[src/hw/rtl/cps_pkg.sv]
// ----------------------------------------------------------------------------
// cps_pkg
// shared constants, state types and helpers of the cascade sum unit
// ----------------------------------------------------------------------------
`timescale 1ns / 1ps

package cps_pkg;

    localparam int LEVELS = 32;
    localparam int LVL_AW = (LEVELS > 1) ? $clog2(LEVELS) : 1;

    localparam logic [63:0] DEFAULT_NAN = 64'hFFF8_0000_0000_0000;
    localparam logic [63:0] POS_ZERO    = 64'h0000_0000_0000_0000;
    localparam logic [10:0] EXP_MAX     = 11'h7FF;

    typedef enum logic [2:0] {
        A_IDLE,
        A_ALIGN,
        A_ADD,
        A_NORM,
        A_ROUND
    } t_add_state;

    typedef enum logic [3:0] {
        S_IDLE,
        S_PCHK,
        S_PADD,
        S_PWAIT,
        S_OADD,
        S_OWAIT,
        S_FSTART,
        S_FCHK,
        S_FLOAD,
        S_FADD,
        S_FWAIT,
        S_TADD,
        S_TWAIT
    } t_seq_state;

    // leading zero count of a nonzero 56-bit word
    function automatic logic [5:0] lzc56(input logic [55:0] v);
        logic [5:0] r;
        r = 6'd0;
        for (int i = 0; i < 56; i++) begin
            if (v[i]) begin
                r = 6'(55 - i);
            end
        end
        return r;
    endfunction

endpackage

[src/hw/rtl/cps_ram.sv]
// ----------------------------------------------------------------------------
// cps_ram
// generic single-write, single-read memory with registered read data
// ----------------------------------------------------------------------------
`timescale 1ns / 1ps

module cps_ram #(
    parameter int WIDTH = 64,
    parameter int DEPTH = 32
) (
    input  logic                                  i_clk,
    input  logic                                  i_we,
    input  logic [((DEPTH > 1) ? $clog2(DEPTH) : 1)-1:0] i_waddr,
    input  logic [WIDTH-1:0]                      i_wdata,
    input  logic                                  i_re,
    input  logic [((DEPTH > 1) ? $clog2(DEPTH) : 1)-1:0] i_raddr,
    output logic [WIDTH-1:0]                      o_rdata
);

    logic [WIDTH-1:0] r_mem [DEPTH];
    logic [WIDTH-1:0] r_rdata;

    always_ff @(posedge i_clk) begin
        if (i_we) begin
            r_mem[i_waddr] <= i_wdata;
        end
        if (i_re) begin
            r_rdata <= r_mem[i_raddr];
        end
    end

    assign o_rdata = r_rdata;

endmodule

[src/hw/rtl/cps_fp_add.sv]
// ----------------------------------------------------------------------------
// cps_fp_add
// multi-cycle ieee double adder, round to nearest even
// ----------------------------------------------------------------------------
`timescale 1ns / 1ps

module cps_fp_add
    import cps_pkg::*;
(
    input  logic        i_clk,
    input  logic        i_rst_n,
    input  logic        i_start,
    input  logic [63:0] i_a,
    input  logic [63:0] i_b,
    output logic        o_done,
    output logic [63:0] o_sum
);

    t_add_state  r_state, n_state;
    logic        r_done, n_done;
    logic [63:0] r_res, n_res;
    logic        r_sign, n_sign;
    logic        r_sub, n_sub;
    logic [11:0] r_e, n_e;
    logic [11:0] r_d, n_d;
    logic [52:0] r_mx, n_mx;
    logic [52:0] r_my, n_my;
    logic [55:0] r_mys, n_mys;
    logic [56:0] r_sum, n_sum;
    logic [55:0] r_s, n_s;
    logic        r_zero, n_zero;

    // unpack
    logic        a_nan, b_nan, a_inf, b_inf, a_big;
    logic [63:0] x, y;
    logic [10:0] ex, ey;
    // align
    logic [55:0] my_ext, sh_mask;
    // normalize
    logic [5:0]  lz, shamt;
    logic [11:0] em1;
    // round
    logic        inc;
    logic [53:0] mr;
    logic [52:0] mf;
    logic [11:0] ef;

    always_ff @(posedge i_clk) begin
        if (!i_rst_n) begin
            r_state <= A_IDLE;
            r_done  <= 1'b0;
        end else begin
            r_state <= n_state;
            r_done  <= n_done;
        end
        r_res  <= n_res;
        r_sign <= n_sign;
        r_sub  <= n_sub;
        r_e    <= n_e;
        r_d    <= n_d;
        r_mx   <= n_mx;
        r_my   <= n_my;
        r_mys  <= n_mys;
        r_sum  <= n_sum;
        r_s    <= n_s;
        r_zero <= n_zero;
    end

    always_comb begin
        n_state = r_state;
        n_done  = 1'b0;
        n_res   = r_res;
        n_sign  = r_sign;
        n_sub   = r_sub;
        n_e     = r_e;
        n_d     = r_d;
        n_mx    = r_mx;
        n_my    = r_my;
        n_mys   = r_mys;
        n_sum   = r_sum;
        n_s     = r_s;
        n_zero  = r_zero;

        a_nan = (i_a[62:52] == EXP_MAX) && (i_a[51:0] != 52'd0);
        b_nan = (i_b[62:52] == EXP_MAX) && (i_b[51:0] != 52'd0);
        a_inf = (i_a[62:52] == EXP_MAX) && (i_a[51:0] == 52'd0);
        b_inf = (i_b[62:52] == EXP_MAX) && (i_b[51:0] == 52'd0);
        a_big = (i_a[62:0] >= i_b[62:0]);
        x     = a_big ? i_a : i_b;
        y     = a_big ? i_b : i_a;
        ex    = (x[62:52] == 11'd0) ? 11'd1 : x[62:52];
        ey    = (y[62:52] == 11'd0) ? 11'd1 : y[62:52];

        my_ext  = {r_my, 3'b000};
        sh_mask = (56'd1 << r_d[5:0]) - 56'd1;

        lz    = lzc56(r_sum[55:0]);
        em1   = r_e - 12'd1;
        shamt = ({6'd0, lz} < em1) ? lz : em1[5:0];

        inc = r_s[2] & (r_s[1] | r_s[0] | r_s[3]);
        mr  = {1'b0, r_s[55:3]} + {53'd0, inc};
        mf  = mr[53] ? mr[53:1] : mr[52:0];
        ef  = mr[53] ? r_e + 12'd1 : r_e;

        unique case (r_state)
            A_IDLE: begin
                if (i_start) begin
                    n_state = A_ALIGN;
                    if (a_nan) begin
                        n_res   = i_a | 64'h0008_0000_0000_0000;
                        n_done  = 1'b1;
                        n_state = A_IDLE;
                    end else if (b_nan) begin
                        n_res   = i_b | 64'h0008_0000_0000_0000;
                        n_done  = 1'b1;
                        n_state = A_IDLE;
                    end else if (a_inf && b_inf && (i_a[63] != i_b[63])) begin
                        n_res   = DEFAULT_NAN;
                        n_done  = 1'b1;
                        n_state = A_IDLE;
                    end else if (a_inf || b_inf) begin
                        n_res   = a_inf ? i_a : i_b;
                        n_done  = 1'b1;
                        n_state = A_IDLE;
                    end
                    n_sign = x[63];
                    n_sub  = x[63] ^ y[63];
                    n_e    = {1'b0, ex};
                    n_d    = {1'b0, ex} - {1'b0, ey};
                    n_mx   = {(x[62:52] != 11'd0), x[51:0]};
                    n_my   = {(y[62:52] != 11'd0), y[51:0]};
                end
            end
            A_ALIGN: begin
                // right shift with sticky
                if (r_d >= 12'd56) begin
                    n_mys = {55'd0, (r_my != 53'd0)};
                end else begin
                    n_mys = (my_ext >> r_d[5:0]) | {55'd0, ((my_ext & sh_mask) != 56'd0)};
                end
                n_state = A_ADD;
            end
            A_ADD: begin
                if (r_sub) begin
                    n_sum = {1'b0, r_mx, 3'b000} - {1'b0, r_mys};
                end else begin
                    n_sum = {1'b0, r_mx, 3'b000} + {1'b0, r_mys};
                end
                n_state = A_NORM;
            end
            A_NORM: begin
                n_zero = (r_sum == 57'd0);
                if (r_sum[56]) begin
                    n_s = r_sum[56:1] | {55'd0, r_sum[0]};
                    n_e = r_e + 12'd1;
                end else if (r_sum != 57'd0) begin
                    n_s = r_sum[55:0] << shamt;
                    n_e = r_e - {6'd0, shamt};
                end else begin
                    n_s = 56'd0;
                end
                n_state = A_ROUND;
            end
            A_ROUND: begin
                if (r_zero) begin
                    // exact cancellation gives +0, like signs keep theirs
                    n_res = r_sub ? POS_ZERO : {r_sign, 63'd0};
                end else if (ef >= 12'd2047) begin
                    n_res = {r_sign, EXP_MAX, 52'd0};
                end else begin
                    n_res = {r_sign, (mf[52] ? ef[10:0] : 11'd0), mf[51:0]};
                end
                n_done  = 1'b1;
                n_state = A_IDLE;
            end
            default: n_state = A_IDLE;
        endcase
    end

    assign o_done = r_done;
    assign o_sum  = r_res;

endmodule

[src/hw/rtl/cascade_pairwise_fp_sum_unit.sv]
// ----------------------------------------------------------------------------
// cascade pairwise fp sum unit
// pairwise cascade summation of a stream of ieee doubles
// ----------------------------------------------------------------------------
// channel   direction  handshake           payload
// term      in         i_valid / o_ready   i_term_value[63:0], i_last_term
// sum       out        o_valid / i_ready   o_sum_value[63:0]
//
// a term that finds level 0 empty is written there (S_PCHK); each occupied
// level it carries through is read from ram and added in the shared adder
// (S_PADD, S_PWAIT); the flush on a last term walks the levels once, stepping
// over empty levels, loading the first occupied one (S_FLOAD), adding it into
// each occupied level above (S_FADD, S_FWAIT), then into the overflow total
// reset leaves every level empty and the overflow total at +0
// a finished sum waits in the output register while new terms are taken;
// only the final step of the next flush waits for it to be delivered
// ----------------------------------------------------------------------------
`timescale 1ns / 1ps

module cascade_pairwise_fp_sum_unit
    import cps_pkg::*;
(
    input  logic        i_clk,
    input  logic        i_rst_n,
    input  logic        i_valid,
    output logic        o_ready,
    input  logic [63:0] i_term_value,
    input  logic        i_last_term,
    output logic        o_valid,
    input  logic        i_ready,
    output logic [63:0] o_sum_value
);

    t_seq_state        r_state, n_state;
    logic [LVL_AW-1:0] r_idx, n_idx;
    logic [63:0]       r_c, n_c;        // carry / current level value
    logic              r_cv, n_cv;      // r_c holds level r_idx during flush
    logic              r_last, n_last;
    logic [LEVELS-1:0] r_empty, n_empty;
    logic [63:0]       r_ovf, n_ovf;    // overflow accumulator
    logic              r_out_valid, n_out_valid;
    logic [63:0]       r_out, n_out;

    logic              in_req;
    logic [LVL_AW-1:0] idx1;
    logic              top;

    // level storage
    logic              ram_we, ram_re;
    logic [LVL_AW-1:0] ram_waddr, ram_raddr;
    logic [63:0]       ram_rdata;

    // shared adder
    logic              add_start, add_done;
    logic [63:0]       add_a, add_b, add_sum;

    cps_ram #(
        .WIDTH (64),
        .DEPTH (LEVELS)
    ) u_levels (
        .i_clk   (i_clk),
        .i_we    (ram_we),
        .i_waddr (ram_waddr),
        .i_wdata (r_c),
        .i_re    (ram_re),
        .i_raddr (ram_raddr),
        .o_rdata (ram_rdata)
    );

    cps_fp_add u_add (
        .i_clk   (i_clk),
        .i_rst_n (i_rst_n),
        .i_start (add_start),
        .i_a     (add_a),
        .i_b     (add_b),
        .o_done  (add_done),
        .o_sum   (add_sum)
    );

    assign in_req = i_valid && o_ready;
    assign idx1   = r_idx + 1'b1;
    assign top    = (r_idx == LVL_AW'(LEVELS - 1));

    always_ff @(posedge i_clk) begin
        if (!i_rst_n) begin
            r_state     <= S_IDLE;
            r_empty     <= '1;
            r_ovf       <= POS_ZERO;
            r_out_valid <= 1'b0;
        end else begin
            r_state     <= n_state;
            r_empty     <= n_empty;
            r_ovf       <= n_ovf;
            r_out_valid <= n_out_valid;
        end
        r_idx  <= n_idx;
        r_c    <= n_c;
        r_cv   <= n_cv;
        r_last <= n_last;
        r_out  <= n_out;
    end

    always_comb begin
        n_state     = r_state;
        n_idx       = r_idx;
        n_c         = r_c;
        n_cv        = r_cv;
        n_last      = r_last;
        n_empty     = r_empty;
        n_ovf       = r_ovf;
        n_out_valid = r_out_valid;
        n_out       = r_out;
        ram_we      = 1'b0;
        ram_re      = 1'b0;
        ram_waddr   = r_idx;
        ram_raddr   = r_idx;
        add_start   = 1'b0;
        add_a       = ram_rdata;
        add_b       = r_c;
        o_ready     = 1'b0;

        // result taken downstream
        if (r_out_valid && i_ready) begin
            n_out_valid = 1'b0;
        end

        unique case (r_state)
            S_IDLE: begin
                o_ready = 1'b1;
                if (in_req) begin
                    n_c     = i_term_value;
                    n_last  = i_last_term;
                    n_idx   = '0;
                    n_state = S_PCHK;
                end
            end
            // carry walk: an empty level stops the carry
            S_PCHK: begin
                if (r_empty[r_idx]) begin
                    ram_we           = 1'b1;
                    n_empty[r_idx]   = 1'b0;
                    n_state          = r_last ? S_FSTART : S_IDLE;
                end else begin
                    ram_re  = 1'b1;
                    n_state = S_PADD;
                end
            end
            S_PADD: begin
                add_start = 1'b1;
                n_state   = S_PWAIT;
            end
            S_PWAIT: begin
                if (add_done) begin
                    n_c            = add_sum;
                    n_empty[r_idx] = 1'b1;
                    if (top) begin
                        n_state = S_OADD;
                    end else begin
                        n_idx   = idx1;
                        n_state = S_PCHK;
                    end
                end
            end
            // carry out of the top level
            S_OADD: begin
                add_start = 1'b1;
                add_a     = r_ovf;
                n_state   = S_OWAIT;
            end
            S_OWAIT: begin
                if (add_done) begin
                    n_ovf   = add_sum;
                    n_state = r_last ? S_FSTART : S_IDLE;
                end
            end
            S_FSTART: begin
                n_idx   = '0;
                n_cv    = 1'b0;
                n_state = S_FCHK;
            end
            // flush: fold each occupied level into the next one up
            S_FCHK: begin
                if (r_empty[r_idx]) begin
                    n_cv = 1'b0;
                    if (top) begin
                        // hold here until the previous sum has left
                        if (!r_out_valid) begin
                            n_out_valid = 1'b1;
                            n_out       = r_ovf;
                            n_empty     = '1;
                            n_ovf       = POS_ZERO;
                            n_state     = S_IDLE;
                        end
                    end else begin
                        n_idx = idx1;
                    end
                end else if (!r_cv) begin
                    ram_re  = 1'b1;
                    n_state = S_FLOAD;
                end else if (top) begin
                    n_state = S_TADD;
                end else if (r_empty[idx1]) begin
                    // level moves up unchanged, value stays in r_c
                    n_empty[idx1] = 1'b0;
                    n_idx         = idx1;
                end else begin
                    ram_re    = 1'b1;
                    ram_raddr = idx1;
                    n_state   = S_FADD;
                end
            end
            S_FLOAD: begin
                n_c     = ram_rdata;
                n_cv    = 1'b1;
                n_state = S_FCHK;
            end
            S_FADD: begin
                add_start = 1'b1;
                n_state   = S_FWAIT;
            end
            S_FWAIT: begin
                if (add_done) begin
                    n_c     = add_sum;
                    n_cv    = 1'b1;
                    n_idx   = idx1;
                    n_state = S_FCHK;
                end
            end
            // total = overflow + top level, started once the output is free
            S_TADD: begin
                add_a = r_ovf;
                if (!r_out_valid) begin
                    add_start = 1'b1;
                    n_state   = S_TWAIT;
                end
            end
            S_TWAIT: begin
                if (add_done) begin
                    n_out_valid = 1'b1;
                    n_out       = add_sum;
                    n_empty     = '1;
                    n_ovf       = POS_ZERO;
                    n_state     = S_IDLE;
                end
            end
            default: n_state = S_IDLE;
        endcase
    end

    assign o_valid     = r_out_valid;
    assign o_sum_value = r_out;

endmodule

[config.mk]
export PLATFORM = sky130hd
export DESIGN_NAME = cascade_pairwise_fp_sum_unit
export DESIGN_NICKNAME = d
export VERILOG_FILES = /design/src/hw/rtl/cps_pkg.sv /design/src/hw/rtl/cps_ram.sv /design/src/hw/rtl/cps_fp_add.sv /design/src/hw/rtl/cascade_pairwise_fp_sum_unit.sv
export SDC_FILE = /design/constraint.sdc
export NUM_CORES = 2
export LEC_CHECK = 0
export ABC_CLOCK_PERIOD_IN_PS = 39100
export BUFFER_PORTS_ARGS = -buffer_cell sky130_fd_sc_hd__buf_2
export CORE_MARGIN = 2
export CORE_UTILIZATION = 50
export CTS_CLUSTER_DIAMETER = 50
export CTS_CLUSTER_SIZE = 10
export DETAILED_ROUTE_END_ITERATION = 16
export PLACE_DENSITY = 0.71
export RECOVER_POWER = 100
export SYNTH_ARGS = -nofsm -noshare
export SYNTH_HDL_FRONTEND = slang
export SYNTH_SLANG_ARGS = --single-unit
[constraint.sdc]
create_clock -name i_clk -period 39.1 [get_ports i_clk]
set_input_delay 5.865 -clock i_clk [delete_from_list [all_inputs] [get_ports i_clk]]
set_output_delay 5.865 -clock i_clk [all_outputs]
set_load 0.005 [all_outputs]
==> results.sh <==
export IMPL_htreeDepth=5
export IMPL_final_cells=12253
export IMPL_drive_gt1_frac=0.1504
export IMPL_status="finished with violations"
export IMPL_antenna_found_initial=29
export IMPL_skew_ps=109.1
export IMPL_dp_cells=11775
export IMPL_ys_seq_elements=2718
export IMPL_wl_per_cell_um=35.72
export IMPL_setup_viol=0
export IMPL_worst_skew_pair_late_latency_ps=980
export IMPL_drv_slew=6342
export IMPL_synth_ff_type="edfxtp_1"
export IMPL_critPathLaunchType="flop"
export IMPL_grt_usage=0.3382
export IMPL_p_per_area_nw_per_um2=85.52
export IMPL_place_congestion=0.9880
export IMPL_finalCritPeriodShare=0.4948
export IMPL_hold_class="flop to flop"
export IMPL_first_iter_violations=12708
export IMPL_cts_root_buf="clkbuf_16"
export IMPL_cts_resized_gates=0
export IMPL_die_area_um2=254100
export IMPL_place_hpwl_um=268700
export IMPL_hold_viol_final=0
export IMPL_grt_overflow_total=0
export IMPL_synth_nets=8902
export IMPL_path_clk_slew_ps=60
export IMPL_violations="max-capacitance violations, max-slew violations"
export IMPL_vdd_drop_max_v=0.0001540
export IMPL_wirelength_um=437700
export IMPL_setup_tns_ps=0
export IMPL_clockBufferDepth=4
export IMPL_start_util=0.5028
export IMPL_final_area_um2=138800
export IMPL_fin_hold_ws_ps=486.5
export IMPL_reg2reg_depth=16
export IMPL_critPathMaxFanout=163
export IMPL_period_needed_ps=19350
export IMPL_io_pins=135
export IMPL_drc=0
export IMPL_via_count=83603
export IMPL_port_buffers=134
export IMPL_cp_arrival_ps=20060
export IMPL_mostFrequentLayoutCell="edfxtp_1"
export IMPL_syn_to_final_growth_pct=10.99
export IMPL_synth_edf_count=2613
export IMPL_cp_required_ps=39820
export IMPL_grt_max_degree=164
export IMPL_end_kind="flop"
export IMPL_syn_avg_cell_area_um2=14.49
export IMPL_first_pass_iters=7
export IMPL_worst_pin_slew_ps=10050
export IMPL_cts_tree="done"
export IMPL_synthCells=8629
export IMPL_viasPerCell=6.823
export IMPL_std_cell_rows=183
export IMPL_fin_nets=9070
export IMPL_fmax_mhz=51.68
export IMPL_cts_hold_buffers=0
export IMPL_die_h_um=504.0
export IMPL_numCtsBuffers=350
export IMPL_ys_types=121
export IMPL_yosysWarnings=0
export IMPL_worst_setup_path_type="flop to flop"
export IMPL_grt_pass1_wl_um=613400
export IMPL_rsz0062_at_grt="false"
export IMPL_ys_async_sr_fraction=0
export IMPL_r2r_slack_ps=19750
export IMPL_syn_area_um2=125000
export IMPL_postCtsSetupBuffers=0
export IMPL_place_area_um2=129700
export IMPL_final_antenna_net_count=0
export IMPL_grt_pass1_vias=81449
export IMPL_die_w_um=504.0
export IMPL_ys_seq_area_frac=0.6444
export IMPL_core_area_um2=248700
export IMPL_p_leak_uw=0.04551
export IMPL_hold_path_depth=2
export IMPL_max_cap_violations=163
export IMPL_layout_common_cells="edfxtp_1, nand2_1, mux4_2, nor2_1, a21oi_1"
export IMPL_clock_sinks=2718
export IMPL_slew_headroom=-5.700
Yosys cell counts (all sizes together), types with 131 or more instances:
cell type	count	area [um^2]
nor2	559	2122
buf	232	1282
mux4	566	12750
o21ai	353	1778
mux2i	172	1733
inv	261	979.7
nand2	686	2587
clkbuf	344	1291
o22ai	357	2240
nand3	196	986.0
ha	201	2515
nor3	132	686.9
edfxtp	2613	78470
a21oi	428	2180
nor4	131	832.0
power by group:
group	internal, uW	total (uW)	switching [uW]
Clock	1710	2880	1170
Combinational	1620	4640	3030
Sequential	4050	4340	292
cell families after synthesis:
family / Yosys count / share of synthesized area
compound gates: 1824 / 0.09384
xor+xnor: 146 / 0.01035
fa+ha+maj: 204 / 0.02060
buf+inv: 839 / 0.02848
flops: 2718 / 0.6444
mux: 857 / 0.1265
simple gates: 2041 / 0.07576
worst paths after layout:
path | start | end
max | r_idx[1] | u_levels.o_rdata[32]
min | r_ovf[58] | r_ovf[58]
max reg2reg | r_idx[1] | u_levels.o_rdata[32]
min reg2reg | r_ovf[58] | r_ovf[58]
final cells by class:
class	count	area, um^2
fill	19426	109900
clock inverter	68	817.0
multi-input combinational	5072	41150
clock buffer	402	9089
sequential	2718	80570
timing repair buffer	392	1971
tap	3330	4167
inverter	263	987.2
antenna	8	20.02
layer usage:
layer	wire (um)	up-vias	global-route usage	share of wire
met5	22	-	0	0.000050
met4	32190	4	0.2051	0.074
met3	46430	1304	0.06299	0.11
met2	205300	5975	0.5384	0.47
met1	153800	42048	0.4330	0.35
li1	-	34272	-	-
registers in the layout, indices dropped and copies added (netlist names), 32 cells and up:
signal and flops:
u_add.r_sum 57, u_add.r_s 56, u_add.o_sum 64, o_sum_value 64, u_levels.r_mem 2048, r_empty 32
u_add.r_mys 56, add_b 64, u_add.r_mx 53, r_ovf 64, u_add.r_my 53, u_levels.o_rdata 64
critical path: stages (launching register included):
cell and delay (ps):
edfxtp_1 950, inv_1 270, ha_1 770, mux4_2 580, mux4_2 490, nand2_1 80
o21ai_0 160, nor3_1 770, nand2_1 270, xor2_4 170, clkbuf_1 1700, clkbuf_1 2950
clkbuf_1 7280, mux4_2 1400, o22ai_1 210, nor4_1 530, clkbuf_1 370
per-stage QoR:
step / total power (uW) / worst slack [ps] / util
2_1_floorplan: 7149 / 24850 / -
4_1_cts: 11650 / 29420 / 0.5616
3_5_place_dp: 8764 / 29470 / 0.5218
5_1_grt: 12270 / 19030 / 0.5580
3_3_place_gp: 8716 / 29510 / 0.5218
6_report: 11870 / 19750 / 0.5580
No activity file was read; power rests on OpenSTA's default activity.
